===== config.mk =====
export PLATFORM = sky130hd
export DESIGN_NAME = infix_not_prefix_word_filter_core_flat
export DESIGN_NICKNAME = d
export VERILOG_FILES = /design/src/rtl/ipwf_pkg.sv /design/src/rtl/ipwf_char_if.sv /design/src/rtl/ipwf_result_if.sv /design/src/rtl/infix_not_prefix_word_filter_core.sv /design/src/rtl/ipwf_cell.sv /design/src/rtl/ipwf_div.sv /design/src/flat_wrapper.sv
export SDC_FILE = /design/constraint.sdc
export NUM_CORES = 1
export LEC_CHECK = 0
export ABC_AREA = 0
export BUFFER_PORTS_ARGS = -buffer_cell sky130_fd_sc_hd__buf_2
export CORE_UTILIZATION = 55
export CTS_CLUSTER_DIAMETER = 100
export DETAILED_ROUTE_END_ITERATION = 8
export GPL_TIMING_DRIVEN = 1
export PLACE_DENSITY = 0.72
export SLEW_MARGIN = 5
export SYNTH_ARGS = -nofsm -noshare
export SYNTH_HDL_FRONTEND = slang
export SYNTH_SLANG_ARGS = --single-unit

===== constraint.sdc =====
create_clock -name clk -period 9.6 [get_ports clk]
set_clock_uncertainty 0.1 [all_clocks]
set_input_delay 1.92 -clock clk [delete_from_list [all_inputs] [get_ports clk]]
set_output_delay 1.92 -clock clk [all_outputs]
set_load 0.05 [all_outputs]

===== src/rtl/ipwf_pkg.sv =====
// Shared constants, types and helpers of the infix-not-prefix word filter.
package ipwf_pkg;

    localparam int DEF_MAX_PATTERN  = 16;
    localparam int DEF_MAX_WORD_LEN = 255;
    localparam int DEF_MAX_ENTRIES  = 65536;

    localparam int CHAR_W      = 8;
    localparam int ENTRY_W     = 17;
    localparam int QUALITY_W   = 16;
    localparam int CFG_DATA_W  = 64;
    localparam int CFG_INDEX_W = 2;
    localparam int PLEN_REG_W  = 5;
    localparam int NUM_SHIFT   = 15;   // numerator is plen * 32768
    localparam int CHARS_PER_WORD = CFG_DATA_W / CHAR_W;

    localparam logic [QUALITY_W-1:0] Q_BASE = 16'd42598;

    localparam logic [CFG_INDEX_W-1:0] CFG_PATTERN_LOW  = 2'd0;
    localparam logic [CFG_INDEX_W-1:0] CFG_PATTERN_HIGH = 2'd1;
    localparam logic [CFG_INDEX_W-1:0] CFG_PATTERN_LEN  = 2'd2;

    typedef struct packed {
        logic step;    // a character of the word is consumed
        logic clear;   // the word ends
    } cell_ctrl_t;

    typedef struct packed {
        logic hit;     // whole pattern ends at this character
        logic miss;    // prefix check fails at this position
    } cell_stat_t;

    function automatic logic [CHAR_W-1:0] fold_case(input logic [CHAR_W-1:0] c);
        logic [CHAR_W-1:0] r;
        r = c;
        if (c >= 8'h41 && c <= 8'h5A)
        begin
            r = c + 8'h20;
        end
        return r;
    endfunction

endpackage


===== src/rtl/ipwf_char_if.sv =====
// Character item channel.
interface ipwf_char_if;
    import ipwf_pkg::*;

    logic              valid;
    logic              ready;
    logic [CHAR_W-1:0] char_code;
    logic              last_of_word;
    logic              empty_word;
    logic              first_of_list;

    modport source (output valid, output char_code, output last_of_word,
                    output empty_word, output first_of_list, input ready);
    modport sink   (input valid, input char_code, input last_of_word,
                    input empty_word, input first_of_list, output ready);
endinterface


===== src/rtl/ipwf_result_if.sv =====
// Result item channel.
interface ipwf_result_if;
    import ipwf_pkg::*;

    logic                 valid;
    logic                 ready;
    logic [ENTRY_W-1:0]   entry_id;
    logic [QUALITY_W-1:0] quality_q16;

    modport source (output valid, output entry_id, output quality_q16, input ready);
    modport sink   (input valid, input entry_id, input quality_q16, output ready);
endinterface


===== src/rtl/infix_not_prefix_word_filter_core.sv =====
// Top level of the infix-not-prefix word filter.
// Words stream in one character item per cycle; a row of MAX_PATTERN cells holds the
// shift-and match bits, one pattern position each, with case folding of A-Z. A word is
// selected when it contains the pattern but does not start with it; its entry number
// and quality 42598 + floor(32768*plen/(5*len)) come out of a bit-serial divider and its
// output register. Characters keep flowing while the divider runs or holds its result;
// only a further end-of-word item waits while the divider runs or its result is not taken.
module infix_not_prefix_word_filter_core #(
    parameter int MAX_PATTERN  = ipwf_pkg::DEF_MAX_PATTERN,
    parameter int MAX_WORD_LEN = ipwf_pkg::DEF_MAX_WORD_LEN,
    parameter int MAX_ENTRIES  = ipwf_pkg::DEF_MAX_ENTRIES
) (
    input  logic                             clk,
    input  logic                             rst_n,
    input  logic                             cfg_we,
    input  logic [ipwf_pkg::CFG_INDEX_W-1:0] cfg_index,
    input  logic [ipwf_pkg::CFG_DATA_W-1:0]  cfg_data,
    ipwf_char_if.sink                        chars,
    ipwf_result_if.source                    results
);
    import ipwf_pkg::*;

    localparam int PLW = $clog2(MAX_PATTERN + 1);
    localparam int WLW = $clog2(MAX_WORD_LEN + 1);
    localparam int ECW = $clog2(MAX_ENTRIES + 1);

    logic [CFG_DATA_W-1:0] pat_low_reg, pat_high_reg;
    logic [PLEN_REG_W-1:0] pat_len_reg;
    logic [WLW-1:0]        wlc_reg, wlc_next;
    logic                  found_reg, found_next;
    logic                  prefix_reg, prefix_next;
    logic [ECW-1:0]        ec_reg, ec_next, ec_base, id;
    logic [PLW-1:0]        plen;
    logic [2*CFG_DATA_W-1:0] pat_all;
    logic [MAX_PATTERN-1:0]  bits;
    logic [MAX_PATTERN-1:0]  hits;
    logic [MAX_PATTERN-1:0]  misses;
    logic [CHAR_W-1:0]     char_fold;
    logic                  end_item, accept, step, starts, hit, start, div_busy;
    cell_ctrl_t            ctrl;

    assign end_item     = chars.last_of_word || chars.empty_word;
    assign chars.ready  = !end_item || !div_busy;
    assign accept       = chars.valid && chars.ready;
    assign step         = accept && !chars.empty_word;
    assign ctrl.step    = step;
    assign ctrl.clear   = accept && end_item;
    assign char_fold    = fold_case(chars.char_code);
    assign pat_all      = {pat_high_reg, pat_low_reg};
    assign plen         = (pat_len_reg > PLEN_REG_W'(MAX_PATTERN)) ?
                          PLW'(MAX_PATTERN) : PLW'(pat_len_reg);

    for (genvar i = 0; i < MAX_PATTERN; i++)
    begin : g_cell
        cell_stat_t stat;
        ipwf_cell u_cell (
            .clk       (clk),
            .rst_n     (rst_n),
            .ctrl      (ctrl),
            .char_fold (char_fold),
            .pat_char  (fold_case(pat_all[CHAR_W*i +: CHAR_W])),
            .active    (plen > PLW'(i)),
            .tail      (plen == PLW'(i + 1)),
            .at_pos    (wlc_reg == WLW'(i)),
            .prev_bit  ((i == 0) ? 1'b1 : bits[(i == 0) ? 0 : i - 1]),
            .match_bit (bits[i]),
            .stat      (stat)
        );
        assign hits[i]   = stat.hit;
        assign misses[i] = stat.miss;
    end

    always_comb
    begin
        wlc_next    = wlc_reg;
        found_next  = found_reg;
        prefix_next = prefix_reg;
        if (step)
        begin
            found_next  = found_reg || (|hits);
            prefix_next = prefix_reg && !(|misses);
            if (wlc_reg < WLW'(MAX_WORD_LEN))
            begin
                wlc_next = wlc_reg + 1'b1;
            end
        end
    end

    assign ec_base = chars.first_of_list ? '0 : ec_reg;
    assign id      = (ec_base < ECW'(MAX_ENTRIES)) ? ec_base + 1'b1 : ECW'(MAX_ENTRIES);
    assign starts  = prefix_next && (wlc_next >= WLW'(plen));
    assign hit     = (plen != '0) && found_next && !starts && (wlc_next != '0);
    assign start   = accept && end_item && hit;

    always_comb
    begin
        ec_next = ec_reg;
        if (accept)
        begin
            ec_next = end_item ? id : ec_base;
        end
    end

    always_ff @(posedge clk or negedge rst_n)
    begin
        if (!rst_n)
        begin
            pat_low_reg  <= '0;
            pat_high_reg <= '0;
            pat_len_reg  <= '0;
            wlc_reg      <= '0;
            found_reg    <= 1'b0;
            prefix_reg   <= 1'b1;
            ec_reg       <= '0;
        end
        else
        begin
            if (cfg_we)
            begin
                case (cfg_index)
                    CFG_PATTERN_LOW:  pat_low_reg  <= cfg_data;
                    CFG_PATTERN_HIGH: pat_high_reg <= cfg_data;
                    CFG_PATTERN_LEN:  pat_len_reg  <= cfg_data[PLEN_REG_W-1:0];
                    default:          ;
                endcase
            end
            ec_reg <= ec_next;
            if (accept && end_item)
            begin
                wlc_reg    <= '0;
                found_reg  <= 1'b0;
                prefix_reg <= 1'b1;
            end
            else
            begin
                wlc_reg    <= wlc_next;
                found_reg  <= found_next;
                prefix_reg <= prefix_next;
            end
        end
    end

    ipwf_div #(
        .PLW (PLW),
        .WLW (WLW)
    ) u_div (
        .clk     (clk),
        .rst_n   (rst_n),
        .start   (start),
        .plen    (plen),
        .wlen    (wlc_next),
        .id      (ENTRY_W'(id)),
        .busy    (div_busy),
        .results (results)
    );

endmodule


===== src/rtl/ipwf_cell.sv =====
// One pattern position: shift-and match bit and prefix check.
module ipwf_cell (
    input  logic                      clk,
    input  logic                      rst_n,
    input  ipwf_pkg::cell_ctrl_t      ctrl,
    input  logic [ipwf_pkg::CHAR_W-1:0] char_fold,
    input  logic [ipwf_pkg::CHAR_W-1:0] pat_char,
    input  logic                      active,
    input  logic                      tail,
    input  logic                      at_pos,
    input  logic                      prev_bit,
    output logic                      match_bit,
    output ipwf_pkg::cell_stat_t      stat
);
    import ipwf_pkg::*;

    logic bit_reg;
    logic bit_next;
    logic eq;
    logic match;

    assign eq    = active && (char_fold == pat_char);
    assign match = prev_bit && eq;

    always_comb
    begin
        bit_next = bit_reg;
        if (ctrl.step)
        begin
            bit_next = match;
        end
        if (ctrl.clear)
        begin
            bit_next = 1'b0;
        end
    end

    always_ff @(posedge clk or negedge rst_n)
    begin
        if (!rst_n)
        begin
            bit_reg <= 1'b0;
        end
        else
        begin
            bit_reg <= bit_next;
        end
    end

    assign match_bit = bit_reg;
    assign stat.hit  = ctrl.step && match && tail;
    assign stat.miss = ctrl.step && at_pos && active && !eq;

endmodule


===== src/rtl/ipwf_div.sv =====
// Bit-serial quality divider with output register.
module ipwf_div #(
    parameter int PLW = 5,
    parameter int WLW = 8
) (
    input  logic                         clk,
    input  logic                         rst_n,
    input  logic                         start,
    input  logic [PLW-1:0]               plen,
    input  logic [WLW-1:0]               wlen,
    input  logic [ipwf_pkg::ENTRY_W-1:0] id,
    output logic                         busy,
    ipwf_result_if.source                results
);
    import ipwf_pkg::*;

    localparam int NW = PLW + NUM_SHIFT;
    localparam int DW = WLW + 3;
    localparam int CW = $clog2(NW + 1);

    logic [NW-1:0]        num_reg, num_next;
    logic [NW-1:0]        quo_reg, quo_next;
    logic [DW-1:0]        rem_reg, rem_next;
    logic [DW-1:0]        den_reg, den_next;
    logic [CW-1:0]        cnt_reg, cnt_next;
    logic                 run_reg, run_next;
    logic                 out_valid_reg, out_valid_next;
    logic [ENTRY_W-1:0]   id_reg, id_next;
    logic [QUALITY_W-1:0] q_reg, q_next;
    logic [DW:0]          trial;
    logic                 ge;

    assign trial = {rem_reg, num_reg[NW-1]};
    assign ge    = trial >= {1'b0, den_reg};

    always_comb
    begin
        num_next       = num_reg;
        quo_next       = quo_reg;
        rem_next       = rem_reg;
        den_next       = den_reg;
        cnt_next       = cnt_reg;
        run_next       = run_reg;
        out_valid_next = out_valid_reg;
        id_next        = id_reg;
        q_next         = q_reg;

        if (out_valid_reg && results.ready)
        begin
            out_valid_next = 1'b0;
        end

        if (start)
        begin
            num_next = {plen, {NUM_SHIFT{1'b0}}};
            quo_next = '0;
            rem_next = '0;
            den_next = {wlen, 2'b00} + DW'(wlen);
            cnt_next = CW'(NW);
            run_next = 1'b1;
            id_next  = id;
        end
        else if (run_reg)
        begin
            num_next = {num_reg[NW-2:0], 1'b0};
            quo_next = {quo_reg[NW-2:0], ge};
            rem_next = ge ? DW'(trial - {1'b0, den_reg}) : trial[DW-1:0];
            cnt_next = cnt_reg - 1'b1;
            if (cnt_reg == CW'(1))
            begin
                run_next       = 1'b0;
                out_valid_next = 1'b1;
                q_next         = Q_BASE + QUALITY_W'({quo_reg[NW-2:0], ge});
            end
        end
    end

    always_ff @(posedge clk or negedge rst_n)
    begin
        if (!rst_n)
        begin
            run_reg       <= 1'b0;
            out_valid_reg <= 1'b0;
            cnt_reg       <= '0;
        end
        else
        begin
            run_reg       <= run_next;
            out_valid_reg <= out_valid_next;
            cnt_reg       <= cnt_next;
        end
    end

    always_ff @(posedge clk)
    begin
        num_reg <= num_next;
        quo_reg <= quo_next;
        rem_reg <= rem_next;
        den_reg <= den_next;
        id_reg  <= id_next;
        q_reg   <= q_next;
    end

    assign busy                = run_reg || out_valid_reg;
    assign results.valid       = out_valid_reg;
    assign results.entry_id    = id_reg;
    assign results.quality_q16 = q_reg;

endmodule

===== src/flat_wrapper.sv =====
// flat-port wrapper written by rule: the top's interface ports become plain ports
module infix_not_prefix_word_filter_core_flat import ipwf_pkg::*;
#(
    parameter int MAX_PATTERN  = ipwf_pkg::DEF_MAX_PATTERN,
    parameter int MAX_WORD_LEN = ipwf_pkg::DEF_MAX_WORD_LEN,
    parameter int MAX_ENTRIES  = ipwf_pkg::DEF_MAX_ENTRIES
)
  (clk, rst_n, cfg_we, cfg_index, cfg_data, chars_valid, chars_char_code, chars_last_of_word, chars_empty_word, chars_first_of_list, chars_ready, results_valid, results_entry_id, results_quality_q16, results_ready);
  ipwf_char_if chars_i ();
  ipwf_result_if results_i ();
  input  logic clk;
  input  logic rst_n;
  input  logic cfg_we;
  input  logic [ipwf_pkg::CFG_INDEX_W-1:0] cfg_index;
  input  logic [ipwf_pkg::CFG_DATA_W-1:0] cfg_data;
  input wire logic [$bits(chars_i.valid)-1:0] chars_valid;
  input wire logic [$bits(chars_i.char_code)-1:0] chars_char_code;
  input wire logic [$bits(chars_i.last_of_word)-1:0] chars_last_of_word;
  input wire logic [$bits(chars_i.empty_word)-1:0] chars_empty_word;
  input wire logic [$bits(chars_i.first_of_list)-1:0] chars_first_of_list;
  output wire logic [$bits(chars_i.ready)-1:0] chars_ready;
  output wire logic [$bits(results_i.valid)-1:0] results_valid;
  output wire logic [$bits(results_i.entry_id)-1:0] results_entry_id;
  output wire logic [$bits(results_i.quality_q16)-1:0] results_quality_q16;
  input wire logic [$bits(results_i.ready)-1:0] results_ready;
  assign chars_i.valid = chars_valid;
  assign chars_i.char_code = chars_char_code;
  assign chars_i.last_of_word = chars_last_of_word;
  assign chars_i.empty_word = chars_empty_word;
  assign chars_i.first_of_list = chars_first_of_list;
  assign chars_ready = chars_i.ready;
  assign results_valid = results_i.valid;
  assign results_entry_id = results_i.entry_id;
  assign results_quality_q16 = results_i.quality_q16;
  assign results_i.ready = results_ready;
  infix_not_prefix_word_filter_core #(.MAX_PATTERN(MAX_PATTERN), .MAX_WORD_LEN(MAX_WORD_LEN), .MAX_ENTRIES(MAX_ENTRIES)) u_core (.clk(clk), .rst_n(rst_n), .cfg_we(cfg_we), .cfg_index(cfg_index), .cfg_data(cfg_data), .chars(chars_i), .results(results_i));
endmodule

==> metrics.md <==
| Metric | Value |
|---|---|
| Clock share of power | `36.8%` |
| Multi-input gate area | `7350 um2` |
| Total global routing overflow | `0` |
| Internal power | `2.24 mW` |
| Die ar. | `26900 um2` |
| Clock sink total | `257` |
| MaxCap Viol Count | `0` |
| Final period util | `64.4%` |
| Worst Setup Start Kind | `input port` |
| Status | `completed` |
| Worst VDD drop | `0.169 mV` |
| RSZ-0062 raised after global routing | `false` |
| Hold Vio Cnt, Final | `0` |
| Initial Util | `56.6%` |
| Synth area leader | `dfrtp_1` |
| Gpl congestion | `0.919` |
| Clk_lat worst skew | `0.55 ns` |
| Nets | `1604` |
| Psw | `921 uW` |
| Initial antenna violation count | `1` |
| CP startpoint | `chars_char_code[0]` |
| N_diodes | `0` |
| Final std cells w/o fill | `1825` |
| CTS Buffer Depth | `3` |
| Synth-to-Final Area Change | `12.5%` |
| IO Port Bufs | `116` |
| Primary FF master, synth | `dfrtp_1` |
| Pwr dens | `195 nW/um2` |
| Antenna viol nets, final | `0` |
| H-tree levels | `1` |
| TNS Setup | `0 ns` |
| Vias | `10700` |
| Drt wl/cell | `18.7 um` |
| Sequential share of the synthesized area | `45.4%` |
| Crit Reg-Reg Startpoint | `u_core.u_div.run_reg` |
| WP data required | `9.79 ns` |
| FP Rows | `58` |
| Vias/cell | `5.86` |
| R2R Path End | `u_core.u_div.num_reg[19]` |
| R2R depth | `15` |
| Share of layout cells above drive strength 1 | `21.5%` |
| Synth top area share | `31.4%` |
| DRT iter0 DRCs | `790` |
| Max Freq | `162 MHz` |
| Overall routing resource usage | `26.1%` |
| Die X | `164 um` |
| Number of global-route vias before repair | `10500` |
| Largest net degree at the start of global routing | `78` |
| Setup Buffers After CTS | `0` |
| Post-synth EDFFs | `49` |
| Final setup violation count | `0` |
| Part of the power in combinational logic | `18.9%` |
| 1st-pass router iterations | `5` |
| Min-Delay Path Class | `reg2reg` |
| Die height | `164 um` |
| Number of I/O pins | `117` |
| Placed cells | `1772` |
| Min Tclk post-route | `6.19 ns` |
| Core footprint | `25500 um2` |
| Slew @ Worst Pin | `1.12 ns` |
| Syn_area_per_cell | `10.5 um2` |
| FF+latch count, synth | `257` |
| Sw Ratio | `29.1%` |
| Top cells by area, synth | `dfrtp_1 31%, edfxtp_1 10%, mux2_2 9.7%, xor2_1 5.3%, xnor2_1 4.9%` |
| Worst setup path end | `u_core.u_div.num_reg[19]` |
| Synthesized area | `14400 um2` |
| Total wire length | `34.2 mm` |
| Post-Syn Nets | `1509` |
| Slew margin rel. | `24.5%` |
| Async set-reset flop share out of synthesis | `70.8%` |
| HPWL Detailed | `24.6 mm` |
| DRC | `0` |
| Synth unique cells | `73` |
| Setup crit end kind | `flip-flop` |
| Total power | `3.16 mW` |
| FF+latch area | `6550 um2` |
| Max FO, Critical Path | `66` |
| YS warnings | `0` |
| Cts repair resizes | `0` |
| First-pass GRT wire length | `55.6 mm` |
| Sequential power share | `44.3%` |
| CP Data Arrival Time | `6.38 ns` |
| Final Max Slew Viols | `0` |
| LEAKAGE | `6.95 nW` |
| TritonCTS Buffers | `29` |
| Clock root cell | `clkbuf_16` |
| CTS tree | `yes` |
| R2R setup slack | `4.30 ns` |
| Clk slew on worst S/H paths | `0.06 ns` |
| Critical path type | `in2reg` |
| Hold_buf cts | `0` |
| Cell count after synthesis | `1378` |
| Fillers | `2087` |
-- cells in the final DEF (no fill, tap or decap), types with 12 or more instances in the layout --
master / synthesis / layout
buf_2: 2 / 115
a21oi_1: 36 / 36
o21ai_0: 35 / 35
a21o_1: 12 / 12
clkbuf_16: 0 / 29
mux2_2: 124 / 124
nor2_1: 73 / 72
nand4_1: 14 / 14
mux2i_1: 16 / 16
nor4_1: 24 / 24
dfxtp_1: 26 / 26
o22ai_1: 14 / 14
xor2_1: 87 / 87
inv_1: 71 / 71
ha_1: 47 / 47
nand3_1: 37 / 37
xnor2_1: 80 / 80
nand2_1: 116 / 116
a22o_1: 18 / 18
a21boi_0: 18 / 18
edfxtp_1: 49 / 49
o21ai_1: 14 / 14
nor3_1: 51 / 51
a2bb2oi_1: 15 / 15
dfrtp_1: 181 / 181
a31oi_1: 21 / 21
-- synth_stat cells (6+ instances only) --
cell type  count
nor4_1        24
a31oi_1       21
a21o_1        12
o21ai_0       35
mux2_2       124
nor2_1        73
buf_1          7
edfxtp_1      49
nand4_1       14
o22ai_1       14
dfxtp_1       26
xor2_1        87
a21boi_0      18
inv_1         71
a32o_1        10
a41oi_1       11
a22o_1        18
nand2_1      116
clkbuf_1      41
nor3_1        51
a2bb2oi_1     15
mux2i_1       16
or3_1         11
ha_1          47
and3_1         8
dfrtp_1      181
nand2b_1      11
buf_4          6
nand3_1       37
o21ai_1       14
a21oi_1       36
nor2b_1       11
xnor2_1       80
-- worst max-delay path, cell delays in order --
cell and delay (ns):
buf_2 0.30, or3_4 0.49, o22a_1 0.24, a41oi_4 0.72, xor2_1 0.15, nor4_1 0.75, a41o_1 0.31, nand4bb_1 0.13
nor3_1 0.09, a211oi_4 0.21, buf_4 0.64, mux2_1 0.39
-- area by class of cell --
class / instances / share of cell area [%]
multi-input cells: 989 / 45.2
well taps: 330 / 2.54
clock buffers: 35 / 4.79
repair buffers: 124 / 3.98
clock inverters: 18 / 1.46
inverters: 72 / 1.66
flip-flops and latches: 257 / 40.3
-- power groups by stage --
stage	clock network, mW	registers, mW	logic [mW]
floorplan	0	1.36	0.467
finish	1.16	1.40	0.597
detailed placement	0	1.42	0.594
CTS	1.19	1.40	0.599
global route	1.23	1.42	0.662
global placement	0	1.41	0.569
-- worst min path at each step --
stage | to | startpoint | slack [ns] | depth (start not counted)
global placement | u_core.u_div.quo_reg[14] | u_core.u_div.quo_reg[14] | 0.36 | 2
CTS | u_core.u_div.quo_reg[14] | u_core.u_div.quo_reg[14] | 0.38 | 2
detailed placement | u_core.u_div.quo_reg[14] | u_core.u_div.quo_reg[14] | 0.37 | 2
finish | u_core.u_div.quo_reg[14] | u_core.u_div.quo_reg[14] | 0.38 | 2
floorplan | u_core.g_cell[13].u_cell.match_bit | u_core.g_cell[13].u_cell.match_bit | 0.34 | 2
global route | u_core.u_div.rem_reg[10] | u_core.u_div.rem_reg[10] | 0.42 | 2
-- stage by stage --
| step | setup WS, ns | hold WS, ns | util [%] | cell area, um2 |
|---|---|---|---|---|
| after floorplan | 4.18 | 0.343 | - | 14400 |
| after global placement | 2.94 | 0.361 | 59.8 | 15200 |
| after detailed placement | 2.88 | 0.372 | 59.8 | 15200 |
| after CTS | 3.44 | 0.380 | 63.7 | 16200 |
| after global routing | 3.14 | 0.420 | 63.7 | 16200 |
| final | 3.41 | 0.383 | 63.7 | 16200 |
-- metal layers --
layer  vias to the layer above  routed length (um)  global-route usage, %
met5                         -                  13                      0
met4                         2                 763                   6.40
met3                        57                1640                   3.86
met2                       280               16400                   43.7
met1                      5239               15400                   35.6
li1                       5112                   -                      -
-- cells by family after synthesis --
| group | count (synthesis) | share of synthesized area (%) |
|---|---|---|
| adders and majority gates | 49 | 4.35 |
| buffers and inverters | 132 | 3.82 |
| xor gates and xnor gates | 167 | 10.1 |
| muxes | 142 | 10.9 |
| and+or+nand+nor | 392 | 13.5 |
| DFF | 257 | 45.4 |
| AOI/OAI and AO/OA | 239 | 11.9 |
No activity file was read; power rests on OpenSTA's default activity.
